--- config.mk ---
export PLATFORM = sky130hd
export DESIGN_NAME = esc_telemetry_frame_decoder
export DESIGN_NICKNAME = d
export VERILOG_FILES = /design/src/rtl/fed_pkg.sv /design/src/rtl/esc_telemetry_frame_decoder.sv /design/src/rtl/fed_queue.sv /design/src/rtl/fed_front.sv /design/src/rtl/fed_div.sv /design/src/rtl/fed_back.sv
export SDC_FILE = /design/constraint.sdc
export NUM_CORES = 2
export LEC_CHECK = 0
export CAP_MARGIN = 20
export CORE_MARGIN = 4
export CORE_UTILIZATION = 55
export DETAILED_ROUTE_END_ITERATION = 6
export DONT_BUFFER_PORTS = 1
export PLACE_DENSITY = 0.84
export SKIP_CTS_REPAIR_TIMING = 1
export SYNTH_ARGS = -nofsm -noshare
export SYNTH_HDL_FRONTEND = slang
export SYNTH_HIERARCHICAL = 1
export SYNTH_SLANG_ARGS = --single-unit
--- constraint.sdc ---
create_clock -name clk -period 14.6 [get_ports clk]
set_clock_uncertainty 0.1 [all_clocks]
set_input_delay 0.73 -clock clk [delete_from_list [all_inputs] [get_ports clk]]
set_output_delay 0.73 -clock clk [all_outputs]
set_load 0.02 [all_outputs]
--- src/rtl/fed_pkg.sv ---
// ----------------------------------------------------------------------------
// fed_pkg
// Shared constants and types of the ESC telemetry frame decoder.
// ----------------------------------------------------------------------------
package fed_pkg;

	// Field widths
	localparam int BYTE_W    = 8;
	localparam int COUNT_W   = 5;
	localparam int IDLE_W    = 16;
	localparam int ALPHA_W   = 7;
	localparam int PERIOD_W  = 16;
	localparam int RPM_W     = 34;
	localparam int DIVIDEND_W = 41;
	localparam int STEP_W    = 6;

	// Frame and arithmetic constants
	localparam logic [BYTE_W-1:0]     SYNC_BYTE  = 8'h9B;
	localparam logic [COUNT_W-1:0]    COUNT_MAX  = 5'd31;
	localparam logic [IDLE_W-1:0]     IDLE_MAX   = 16'hFFFF;
	localparam logic [ALPHA_W-1:0]    ALPHA_MAX  = 7'd100;
	localparam logic [DIVIDEND_W-1:0] RPM_NUM_Q8 = 41'd15360000000;
	localparam logic [PERIOD_W-1:0]   AVG_DIV    = 16'd100;
	localparam logic [STEP_W-1:0]     DIV_STEPS  = 6'd41;

	// Divide by 100 as a multiply by ceil(2^48 / 100), exact for sums below 2^41.
	// The 41-bit sum and 42-bit reciprocal are split into 21-bit halves.
	localparam int RCP_HALF   = 21;
	localparam int RCP_PROD_W = 42;
	localparam int RCP_SUM_W  = 84;
	localparam int AVG_SHIFT  = 48;
	localparam logic [RCP_PROD_W-1:0] AVG_RCP = 42'd2814749767107;

	// Register reset values
	localparam logic [ALPHA_W-1:0] ALPHA_RST    = 7'd100;
	localparam logic [IDLE_W-1:0]  FRAME_GAP_RST = 16'd2000;
	localparam logic [IDLE_W-1:0]  STALE_TO_RST  = 16'd50000;

	// Configuration port
	localparam int ADDR_W = 4;
	localparam int APB_DATA_W = 32;
	localparam logic [1:0] REG_ALPHA     = 2'd0;
	localparam logic [1:0] REG_FRAME_GAP = 2'd1;
	localparam logic [1:0] REG_STALE_TO  = 2'd2;

	// Item classified by the front part, handed to the back part
	typedef struct packed {
		logic                good;
		logic                bad;
		logic                stale;
		logic [BYTE_W-1:0]   throttle;
		logic [BYTE_W-1:0]   pwm;
		logic [PERIOD_W-1:0] period;
	} fed_cmd_t;

	// Result of one item
	typedef struct packed {
		logic              stale;
		logic              bad;
		logic              good;
		logic [RPM_W-1:0]  rpm_q8;
		logic [BYTE_W-1:0] pwm_level;
		logic [BYTE_W-1:0] throttle;
	} fed_res_t;

endpackage

--- src/rtl/esc_telemetry_frame_decoder.sv ---
// ----------------------------------------------------------------------------
// esc_telemetry_frame_decoder
// Frames ESC serial telemetry by inter-byte gap and reports throttle, pwm
// and smoothed rpm.
// ----------------------------------------------------------------------------
// Usage:
//   Input stream: one transfer per received byte (tuser = 0, byte in tdata)
//   or per microsecond tick (tuser = 1). Every input transfer yields exactly
//   one output transfer carrying throttle, pwm, smoothed rpm (Q8) and the
//   frame_good / frame_bad / stale flags in tuser.
//   Path: an item that does not complete a good frame passes through the
//   queue into the result register. An item that completes a good frame runs
//   the 41-step bit-serial division 60e6/period, then the weighted sum and the
//   reciprocal multiply (states RCP1 and RCP2) that divides it by 100.
//   Throughput: the front classifies one item per cycle into a four-entry
//   queue; items behind a good frame wait in that queue while the back part
//   computes, and s_axis_tready drops when the queue is full.
//   When the receiver stalls, the result waits in the output register and the
//   queue keeps filling until full.
//   Reset: tvalid low, no bytes gathered, idle count at the stale timeout
//   reset value, registers at alpha 100, gap 2000 us, stale timeout 50000 us.
//   Registers (APB, byte address 4*i): 0 alpha_percent, 1 frame_gap_us,
//   2 stale_timeout_us. Write them only while the block is idle.
// ----------------------------------------------------------------------------
module esc_telemetry_frame_decoder #(
	parameter int PACKET_LEN = 10
) (
	input  logic                               clk,
	input  logic                               arst_n,
	// Input stream
	input  logic                               s_axis_tvalid,
	output logic                               s_axis_tready,
	input  logic [7:0]                         s_axis_tdata,  // [7:0] rx_byte
	input  logic [0:0]                         s_axis_tuser,  // [0] mode
	// Output stream
	output logic                               m_axis_tvalid,
	input  logic                               m_axis_tready,
	// [7:0] throttle, [15:8] pwm_level, [49:16] rpm_q8, [55:50] zero
	output logic [55:0]                        m_axis_tdata,
	// [0] frame_good, [1] frame_bad, [2] stale
	output logic [2:0]                         m_axis_tuser,
	// Configuration port
	input  logic                               psel,
	input  logic                               penable,
	input  logic                               pwrite,
	input  logic [fed_pkg::ADDR_W-1:0]         paddr,
	input  logic [fed_pkg::APB_DATA_W-1:0]     pwdata,
	output logic [fed_pkg::APB_DATA_W-1:0]     prdata,
	output logic                               pready
);
	import fed_pkg::*;

	logic [ALPHA_W-1:0] alpha_q;
	logic [IDLE_W-1:0]  frame_gap_q;
	logic [IDLE_W-1:0]  stale_to_q;
	logic               cfg_wr;

	logic               q_push;
	logic               q_full;
	logic               q_pop;
	logic               q_valid;
	fed_cmd_t           q_in;
	fed_cmd_t           q_out;
	fed_res_t           res;

	// Configuration registers
	assign pready = 1'b1;
	assign cfg_wr = psel && penable && pwrite && pready;

	always_ff @(posedge clk or negedge arst_n) begin
		if (!arst_n) begin
			alpha_q     <= ALPHA_RST;
			frame_gap_q <= FRAME_GAP_RST;
			stale_to_q  <= STALE_TO_RST;
		end else if (cfg_wr) begin
			case (paddr[3:2])
				REG_ALPHA:     alpha_q     <= pwdata[ALPHA_W-1:0];
				REG_FRAME_GAP: frame_gap_q <= pwdata[IDLE_W-1:0];
				REG_STALE_TO:  stale_to_q  <= pwdata[IDLE_W-1:0];
				default:       ;
			endcase
		end
	end

	always_comb begin
		case (paddr[3:2])
			REG_ALPHA:     prdata = APB_DATA_W'(alpha_q);
			REG_FRAME_GAP: prdata = APB_DATA_W'(frame_gap_q);
			REG_STALE_TO:  prdata = APB_DATA_W'(stale_to_q);
			default:       prdata = '0;
		endcase
	end

	// Front: framing and classification
	fed_front #(
		.PACKET_LEN (PACKET_LEN)
	) u_front (
		.clk           (clk),
		.arst_n        (arst_n),
		.s_valid       (s_axis_tvalid),
		.s_ready       (s_axis_tready),
		.mode          (s_axis_tuser[0]),
		.rx_byte       (s_axis_tdata),
		.frame_gap     (frame_gap_q),
		.stale_timeout (stale_to_q),
		.q_push        (q_push),
		.q_data        (q_in),
		.q_full        (q_full)
	);

	// Command queue
	fed_queue u_queue (
		.clk       (clk),
		.arst_n    (arst_n),
		.push      (q_push),
		.push_data (q_in),
		.full      (q_full),
		.pop       (q_pop),
		.valid     (q_valid),
		.pop_data  (q_out)
	);

	// Back: rpm, average, result register
	fed_back u_back (
		.clk     (clk),
		.arst_n  (arst_n),
		.q_valid (q_valid),
		.q_data  (q_out),
		.q_pop   (q_pop),
		.alpha   (alpha_q),
		.m_valid (m_axis_tvalid),
		.m_ready (m_axis_tready),
		.m_res   (res)
	);

	// Output packing
	assign m_axis_tdata = {6'b0, res.rpm_q8, res.pwm_level, res.throttle};
	assign m_axis_tuser = {res.stale, res.bad, res.good};

	// A judged frame is either good or bad, never both
	a_good_bad_excl: assert property (@(posedge clk) disable iff (!arst_n)
		m_axis_tvalid |-> !(m_axis_tuser[0] && m_axis_tuser[1]))
		else $error("frame_good and frame_bad both set");

	// Stale results carry zeroed values
	a_stale_zero: assert property (@(posedge clk) disable iff (!arst_n)
		(m_axis_tvalid && m_axis_tuser[2]) |-> (m_axis_tdata[49:0] == '0))
		else $error("stale result with nonzero values");

	// With the queue full no further item is taken
	a_no_accept_full: assert property (@(posedge clk) disable iff (!arst_n)
		q_full |-> !s_axis_tready)
		else $error("input ready while queue full");

endmodule

--- src/rtl/fed_queue.sv ---
// ----------------------------------------------------------------------------
// fed_queue
// Four-entry command queue between the framing front and the compute back.
// ----------------------------------------------------------------------------
module fed_queue (
	input  logic             clk,
	input  logic             arst_n,
	input  logic             push,
	input  fed_pkg::fed_cmd_t push_data,
	output logic             full,
	input  logic             pop,
	output logic             valid,
	output fed_pkg::fed_cmd_t pop_data
);
	import fed_pkg::*;

	localparam int DEPTH = 4;
	localparam int PTR_W = $clog2(DEPTH);

	fed_cmd_t           mem_q [DEPTH];
	logic [PTR_W-1:0]   wr_ptr_q;
	logic [PTR_W-1:0]   rd_ptr_q;
	logic [PTR_W:0]     count_q;

	assign full     = (count_q == (PTR_W+1)'(DEPTH));
	assign valid    = (count_q != '0);
	assign pop_data = mem_q[rd_ptr_q];

	// Storage
	always_ff @(posedge clk) begin
		if (push && !full) begin
			mem_q[wr_ptr_q] <= push_data;
		end
	end

	// Pointers and fill count
	always_ff @(posedge clk or negedge arst_n) begin
		if (!arst_n) begin
			wr_ptr_q <= '0;
			rd_ptr_q <= '0;
			count_q  <= '0;
		end else begin
			if (push && !full) begin
				wr_ptr_q <= wr_ptr_q + 1'b1;
			end
			if (pop && valid) begin
				rd_ptr_q <= rd_ptr_q + 1'b1;
			end
			case ({push && !full, pop && valid})
				2'b10:   count_q <= count_q + 1'b1;
				2'b01:   count_q <= count_q - 1'b1;
				default: count_q <= count_q;
			endcase
		end
	end

endmodule

--- src/rtl/fed_front.sv ---
// ----------------------------------------------------------------------------
// fed_front
// Gathers bytes, counts idle ticks and judges frames; emits one command per
// accepted item into the queue.
// ----------------------------------------------------------------------------
module fed_front #(
	parameter int PACKET_LEN = 10
) (
	input  logic                        clk,
	input  logic                        arst_n,
	input  logic                        s_valid,
	output logic                        s_ready,
	input  logic                        mode,
	input  logic [fed_pkg::BYTE_W-1:0]  rx_byte,
	input  logic [fed_pkg::IDLE_W-1:0]  frame_gap,
	input  logic [fed_pkg::IDLE_W-1:0]  stale_timeout,
	output logic                        q_push,
	output fed_pkg::fed_cmd_t           q_data,
	input  logic                        q_full
);
	import fed_pkg::*;

	localparam int IDX_W = $clog2(PACKET_LEN);

	logic [BYTE_W-1:0]  bytes_q [PACKET_LEN];
	logic [COUNT_W-1:0] byte_count_q;
	logic [IDLE_W-1:0]  idle_q;

	logic               accept;
	logic [IDLE_W-1:0]  idle_nx;
	logic [COUNT_W-1:0] count_nx;
	logic               judge;
	logic               frame_ok;
	logic               in_range;

	assign s_ready = !q_full;
	assign accept  = s_valid && s_ready;
	assign q_push  = accept;
	assign in_range = (byte_count_q < COUNT_W'(PACKET_LEN));

	// Classify the item
	always_comb begin
		if (mode) begin
			idle_nx = (idle_q == IDLE_MAX) ? idle_q : idle_q + 1'b1;
		end else begin
			idle_nx = '0;
		end
		judge = mode && (idle_nx > frame_gap) && (byte_count_q != '0);
		frame_ok = (byte_count_q == COUNT_W'(PACKET_LEN)) && (bytes_q[0] == SYNC_BYTE)
			&& (bytes_q[4] == '0) && (bytes_q[6] == '0);
		if (!mode) begin
			count_nx = (byte_count_q < COUNT_MAX) ? byte_count_q + 1'b1 : byte_count_q;
		end else if (judge) begin
			count_nx = '0;
		end else begin
			count_nx = byte_count_q;
		end
		q_data.good     = judge && frame_ok;
		q_data.bad      = judge && !frame_ok;
		q_data.stale    = (idle_nx > stale_timeout);
		q_data.throttle = bytes_q[5];
		q_data.pwm      = bytes_q[7];
		q_data.period   = {bytes_q[8], bytes_q[9]};
	end

	// Frame byte store
	always_ff @(posedge clk) begin
		if (accept && !mode && in_range) begin
			bytes_q[byte_count_q[IDX_W-1:0]] <= rx_byte;
		end
	end

	// Counters
	always_ff @(posedge clk or negedge arst_n) begin
		if (!arst_n) begin
			byte_count_q <= '0;
			idle_q       <= STALE_TO_RST;
		end else if (accept) begin
			byte_count_q <= count_nx;
			idle_q       <= idle_nx;
		end
	end

endmodule

--- src/rtl/fed_div.sv ---
// ----------------------------------------------------------------------------
// fed_div
// Restoring divider, one quotient bit per cycle, 41-bit dividend by 16 bits.
// ----------------------------------------------------------------------------
module fed_div (
	input  logic                           clk,
	input  logic                           arst_n,
	input  logic                           start,
	input  logic [fed_pkg::DIVIDEND_W-1:0] dividend,
	input  logic [fed_pkg::PERIOD_W-1:0]   divisor,
	output logic                           done,
	output logic [fed_pkg::DIVIDEND_W-1:0] quotient
);
	import fed_pkg::*;

	logic [DIVIDEND_W-1:0] quo_q;
	logic [PERIOD_W-1:0]   rem_q;
	logic [PERIOD_W-1:0]   dvs_q;
	logic [STEP_W-1:0]     step_q;
	logic                  busy_q;
	logic                  done_q;

	logic [PERIOD_W:0]     trial;
	logic [PERIOD_W:0]     diff;
	logic                  fits;

	// One restoring step
	always_comb begin
		trial = {rem_q, quo_q[DIVIDEND_W-1]};
		diff  = trial - {1'b0, dvs_q};
		fits  = (trial >= {1'b0, dvs_q});
	end

	assign done     = done_q;
	assign quotient = quo_q;

	// Datapath
	always_ff @(posedge clk) begin
		if (start) begin
			quo_q <= dividend;
			rem_q <= '0;
			dvs_q <= divisor;
		end else if (busy_q) begin
			rem_q <= fits ? diff[PERIOD_W-1:0] : trial[PERIOD_W-1:0];
			quo_q <= {quo_q[DIVIDEND_W-2:0], fits};
		end
	end

	// Step control
	always_ff @(posedge clk or negedge arst_n) begin
		if (!arst_n) begin
			step_q <= '0;
			busy_q <= 1'b0;
			done_q <= 1'b0;
		end else if (start) begin
			step_q <= DIV_STEPS;
			busy_q <= 1'b1;
			done_q <= 1'b0;
		end else if (busy_q) begin
			step_q <= step_q - 1'b1;
			if (step_q == STEP_W'(1)) begin
				busy_q <= 1'b0;
				done_q <= 1'b1;
			end
		end else begin
			done_q <= 1'b0;
		end
	end

endmodule

--- src/rtl/fed_back.sv ---
// ----------------------------------------------------------------------------
// fed_back
// Carries out queued commands: rpm division, exponential average, stale
// clearing, and the registered result stage.
// ----------------------------------------------------------------------------
module fed_back (
	input  logic                         clk,
	input  logic                         arst_n,
	input  logic                         q_valid,
	input  fed_pkg::fed_cmd_t            q_data,
	output logic                         q_pop,
	input  logic [fed_pkg::ALPHA_W-1:0]  alpha,
	output logic                         m_valid,
	input  logic                         m_ready,
	output fed_pkg::fed_res_t            m_res
);
	import fed_pkg::*;

	typedef enum logic [6:0] {
		ST_IDLE = 7'b0000001,
		ST_DIV  = 7'b0000010,
		ST_MUL  = 7'b0000100,
		ST_SUM  = 7'b0001000,
		ST_RCP1 = 7'b0010000,
		ST_RCP2 = 7'b0100000,
		ST_FIN  = 7'b1000000
	} fed_state_t;

	fed_state_t            state_q;
	fed_cmd_t              cmd_q;
	logic [BYTE_W-1:0]     thr_q;
	logic [BYTE_W-1:0]     pwm_q;
	logic [RPM_W-1:0]      rpm_q;
	logic [RPM_W-1:0]      fresh_q;
	logic [RPM_W-1:0]      avg_q;
	logic [DIVIDEND_W-1:0] prod_new_s1;
	logic [DIVIDEND_W-1:0] prod_old_s1;
	logic [DIVIDEND_W-1:0] sum_s2;
	logic [RCP_PROD_W-1:0] pp_ll_s3;
	logic [RCP_PROD_W-1:0] pp_lh_s3;
	logic [RCP_PROD_W-1:0] pp_hl_s3;
	logic [RCP_PROD_W-1:0] pp_hh_s3;
	logic                  m_valid_q;
	fed_res_t              m_res_q;

	logic                  out_free;
	logic                  fin;
	logic                  commit;
	fed_cmd_t              c_cmd;
	logic [BYTE_W-1:0]     c_thr;
	logic [BYTE_W-1:0]     c_pwm;
	logic [RPM_W-1:0]      c_rpm;
	logic [ALPHA_W-1:0]    a_eff;
	logic [RCP_SUM_W-1:0]  rcp_sum;
	logic                  div_start;
	logic [PERIOD_W-1:0]   div_divisor;
	logic                  div_done;
	logic [DIVIDEND_W-1:0] div_quo;

	assign out_free = !m_valid_q || m_ready;
	assign fin      = (state_q == ST_FIN);
	assign q_pop    = (state_q == ST_IDLE) && q_valid && (q_data.good || out_free);
	assign commit   = out_free
		&& (fin || ((state_q == ST_IDLE) && q_valid && !q_data.good));
	assign a_eff    = (alpha > ALPHA_MAX) ? ALPHA_MAX : alpha;
	assign m_valid  = m_valid_q;
	assign m_res    = m_res_q;

	// Values committed to the latched state and the result register
	always_comb begin
		c_cmd = fin ? cmd_q : q_data;
		c_thr = fin ? cmd_q.throttle : thr_q;
		c_pwm = fin ? cmd_q.pwm : pwm_q;
		c_rpm = fin ? avg_q : rpm_q;
		if (c_cmd.stale) begin
			c_thr = '0;
			c_pwm = '0;
			c_rpm = '0;
		end
	end

	// Divider runs the rpm division only; zero period counts as one
	assign div_start   = (state_q == ST_IDLE) && q_valid && q_data.good;
	assign div_divisor = (q_data.period == '0) ? PERIOD_W'(1) : q_data.period;

	fed_div u_div (
		.clk      (clk),
		.arst_n   (arst_n),
		.start    (div_start),
		.dividend (RPM_NUM_Q8),
		.divisor  (div_divisor),
		.done     (div_done),
		.quotient (div_quo)
	);

	// Partial products recombined; quotient by 100 starts at bit 48
	always_comb begin
		rcp_sum = (RCP_SUM_W'(pp_hh_s3) << (2 * RCP_HALF))
			+ (RCP_SUM_W'(pp_lh_s3) << RCP_HALF)
			+ (RCP_SUM_W'(pp_hl_s3) << RCP_HALF)
			+ RCP_SUM_W'(pp_ll_s3);
	end

	// Arithmetic datapath
	always_ff @(posedge clk) begin
		if (q_pop && q_data.good) begin
			cmd_q <= q_data;
		end
		if ((state_q == ST_DIV) && div_done) begin
			fresh_q <= div_quo[RPM_W-1:0];
		end
		if (state_q == ST_MUL) begin
			prod_new_s1 <= DIVIDEND_W'(a_eff) * DIVIDEND_W'(fresh_q);
			prod_old_s1 <= DIVIDEND_W'(ALPHA_MAX - a_eff) * DIVIDEND_W'(rpm_q);
		end
		if (state_q == ST_SUM) begin
			sum_s2 <= prod_new_s1 + prod_old_s1;
		end
		if (state_q == ST_RCP1) begin
			pp_ll_s3 <= RCP_PROD_W'(sum_s2[RCP_HALF-1:0])
				* RCP_PROD_W'(AVG_RCP[RCP_HALF-1:0]);
			pp_lh_s3 <= RCP_PROD_W'(sum_s2[RCP_HALF-1:0])
				* RCP_PROD_W'(AVG_RCP[RCP_PROD_W-1:RCP_HALF]);
			pp_hl_s3 <= RCP_PROD_W'(sum_s2[DIVIDEND_W-1:RCP_HALF])
				* RCP_PROD_W'(AVG_RCP[RCP_HALF-1:0]);
			pp_hh_s3 <= RCP_PROD_W'(sum_s2[DIVIDEND_W-1:RCP_HALF])
				* RCP_PROD_W'(AVG_RCP[RCP_PROD_W-1:RCP_HALF]);
		end
		if (state_q == ST_RCP2) begin
			avg_q <= rcp_sum[AVG_SHIFT +: RPM_W];
		end
		if (commit) begin
			m_res_q.throttle  <= c_thr;
			m_res_q.pwm_level <= c_pwm;
			m_res_q.rpm_q8    <= c_rpm;
			m_res_q.good      <= c_cmd.good;
			m_res_q.bad       <= c_cmd.bad;
			m_res_q.stale     <= c_cmd.stale;
		end
	end

	// Sequencer, latched outputs and result valid
	always_ff @(posedge clk or negedge arst_n) begin
		if (!arst_n) begin
			state_q   <= ST_IDLE;
			thr_q     <= '0;
			pwm_q     <= '0;
			rpm_q     <= '0;
			m_valid_q <= 1'b0;
		end else begin
			if (commit) begin
				thr_q     <= c_thr;
				pwm_q     <= c_pwm;
				rpm_q     <= c_rpm;
				m_valid_q <= 1'b1;
			end else if (m_ready) begin
				m_valid_q <= 1'b0;
			end
			case (state_q)
				ST_IDLE: begin
					if (q_valid && q_data.good) begin
						state_q <= ST_DIV;
					end
				end
				ST_DIV: begin
					if (div_done) begin
						state_q <= ST_MUL;
					end
				end
				ST_MUL:  state_q <= ST_SUM;
				ST_SUM:  state_q <= ST_RCP1;
				ST_RCP1: state_q <= ST_RCP2;
				ST_RCP2: state_q <= ST_FIN;
				ST_FIN: begin
					if (out_free) begin
						state_q <= ST_IDLE;
					end
				end
				default: state_q <= ST_IDLE;
			endcase
		end
	end

endmodule
==> out/qor.csv <==
metric;value;unit
Synth async-reset ratio;16.50;%
reg2reg start;alpha_q[6];
fmax;0.09327;GHz
post-synthesis cell area;85420;sq um
Critical Path Sink;u_back/prod_old_s1[33];
Root Buffer;clkbuf_16;
setup violators final;0;
Worst Path Max Fanout;69;
post-synthesis average cell area;11.26;sq um
total congestion overflow;0;
Setup TNS;0;ns
fin nets;9984;
I/O pin cnt;146;
max_cap viols;0;
Worst setup SP type;flip-flop;
initial antenna violation count;1;
Global Route Usage Sum;25.88;%
Hold WS;0.06020;ns
DR vias;55930;
critical path required time;14.93;ns
vias in the first global route;60320;
Cells after Synth;7588;
Synth cell types;116;
DR iter-0 viols;4420;
Bufs on Longest Clock Path;3;
unrepaired setup endpoints after global routing;no;
remaining antenna violation count;0;
I/O Buffers;0;
first-pass GRT wire length;328.2;mm
CTS tree;built;
slowest CP cell;dfstp_2;
Largest stage delay, worst path;1.09;ns
Initial Utilization;55.39;%
critical path's top delay family;adder cells;
R2R Path End;u_back/prod_old_s1[33];
row count;144;
total clock sinks;806;
critical path type;reg -> reg;
gpl congestion;0.9648;
Fill cells;12010;
Final Hold Viols;0;
max_slew headroom;25.43;%
worst skew pair latency;0.74;ns
drc violations;0;
Synth area leaders;fa_1, edfxtp_1, ha_1, inv_1, dfrtp_1;
synth warn;6;
CP most frequent cell;inv_1;
worst hold path class;in -> reg;
Core Region;154200;sq um
ANT cells;0;
HPWL Detailed;161.5;mm
EDFF count, synth;657;
Via-to-Cell Ratio;5.701;
CP Depth;35;
largest net degree at the start of global routing;134;
Slew @ Worst Pin;1.118;ns
DRT Pass-1 Iters;6;
R2R Setup Slk;3.88;ns
final slew viol count;0;
status;complete, no violations;
Die Width;402.1;um
CP Launch Point;alpha_q[6];
Detailed Route WL;206.5;mm
sequential element share of the synthesized area;27.40;%
critical path buffer and inverter count;10;
R2R depth;35;
number of H-tree levels;3;
Die ar.;161700;sq um
post-synth top area cell;fa_1;
Synth Flop Type;edfxtp_1;
Worst Setup End Kind;flip-flop;
min cycle time layout;10.72;ns
routed length per instance;21.05;um
chip height;402.1;um
share of cells above drive strength 1;5.975;%
CP Data Arrival Time;11.06;ns
fin crit share;73.44;%
total CTS buffers;82;
Yosys top cell area share;27.35;%
#FFs+latches synth;806;
Reg clk slew, reported paths;0.06;ns
Layout Area Growth over Synthesis;6.580;%
-- metal layers --
metal  routed length [um]  vias to the layer above  global-route usage, %
met5                    0                        -                      0
met4                10590                        0                  11.30
met3                14770                      563                  4.969
met2               102000                     2157                  44.34
met1                79080                    28220                  32.05
li1                     -                    24990                      -
-- per-stage QoR --
stage               instance area [sq um]  util, %  setup slack (ns)  instances
floorplan                           86020        -             4.869       7744
global placement                    88080    57.11             4.202       9648
detailed placement                  88090    57.12             4.023       9649
CTS                                 90920    58.95             3.924       9799
global route                        91040    59.03             3.415       9810
finish                              91040    59.03             3.878       9810
-- cell usage in the layout, fill, tap and decap left out, drive strengths merged, types with 32 or more instances in the layout --
cell    instances
edfxtp        657
buf            53
dfrtp         111
o21a           41
nor2b          41
and3           35
fa           1167
clkbuf         99
ha           1065
inv          1587
a21o          141
nor3           56
xor2           88
a211oi         36
conb          160
o21ai         151
mux2i          63
clkinv         38
a21oi         265
and2          195
mux2          135
nand3          84
nand4          45
nand2         463
nand2b         49
mux4           35
nor2          244
xnor2         221
o21bai         32
-- cells by family (layout without fill, tap and decap cells) --
family	after synthesis	count (layout)	share of synthesized area, %
adders and majority gates	2242	2242	43.07
other	4	160	0.01757
and+or+nand+nor	1326	1326	7.697
DFF	806	806	27.40
buffers and inverters	1776	1798	8.087
AOI/OAI and AO/OA	892	892	7.095
muxes	233	233	3.471
xor gates and xnor gates	309	309	3.168
-- worst min-delay path by stage --
stage               slack, ns                 startpoint                 endpoint  depth (start not counted)
global route             0.04               s_axis_tuser  u_front/byte_count_q[2]                          2
CTS                     -0.46                     arst_n         u_back/rpm_q[33]                          0
floorplan                0.32   u_back/u_div/quotient[0]        u_back/fresh_q[0]                          0
detailed placement       0.33  u_back/u_div/quotient[26]       u_back/fresh_q[26]                          0
finish                   0.06               s_axis_tuser  u_front/byte_count_q[2]                          2
global placement         0.33  u_back/u_div/quotient[15]       u_back/fresh_q[15]                          0
-- cells in the mapped netlist, types with 88 or more instances --
cell type  number
inv_1        1586
fa_1         1167
ha_1         1065
edfxtp_1      657
nand2_1       463
a21oi_1       261
nor2_1        244
xnor2_1       221
and2_1        195
a21o_1        141
o21ai_0       136
mux2_2        135
clkbuf_1      121
dfrtp_1       111
xor2_1         88
-- registers in the layout, summed over array words and instances, names as in the netlist, 19 cells and up --
name	flops
u_back/avg_q	34
u_back/cmd_q	19
u_back/fresh_q	34
u_back/m_res	53
u_back/pp_hh_s3	40
u_back/pp_hl_s3	39
u_back/pp_lh_s3	42
u_back/pp_ll_s3	20
u_back/prod_new_s1	41
u_back/prod_old_s1	41
u_back/rpm_q	34
u_back/sum_s2	41
u_back/u_div/quotient	41
u_front/bytes_q	56
u_queue/mem_q	140
-- layout make-up --
type	instances	area [sq um]	area share, %
multi-input combinational	5162	55790	61.28
sequential	806	23410	25.71
clock inverter	51	630.6	0.6926
tap	2044	2557	2.809
inverter	1586	5953	6.539
timing repair buffer	62	511.7	0.5621
clock buffer	99	2196	2.412
Power is not shown: default switching activity piles up to over one toggle a cycle in this logic, so the estimate is an artifact.
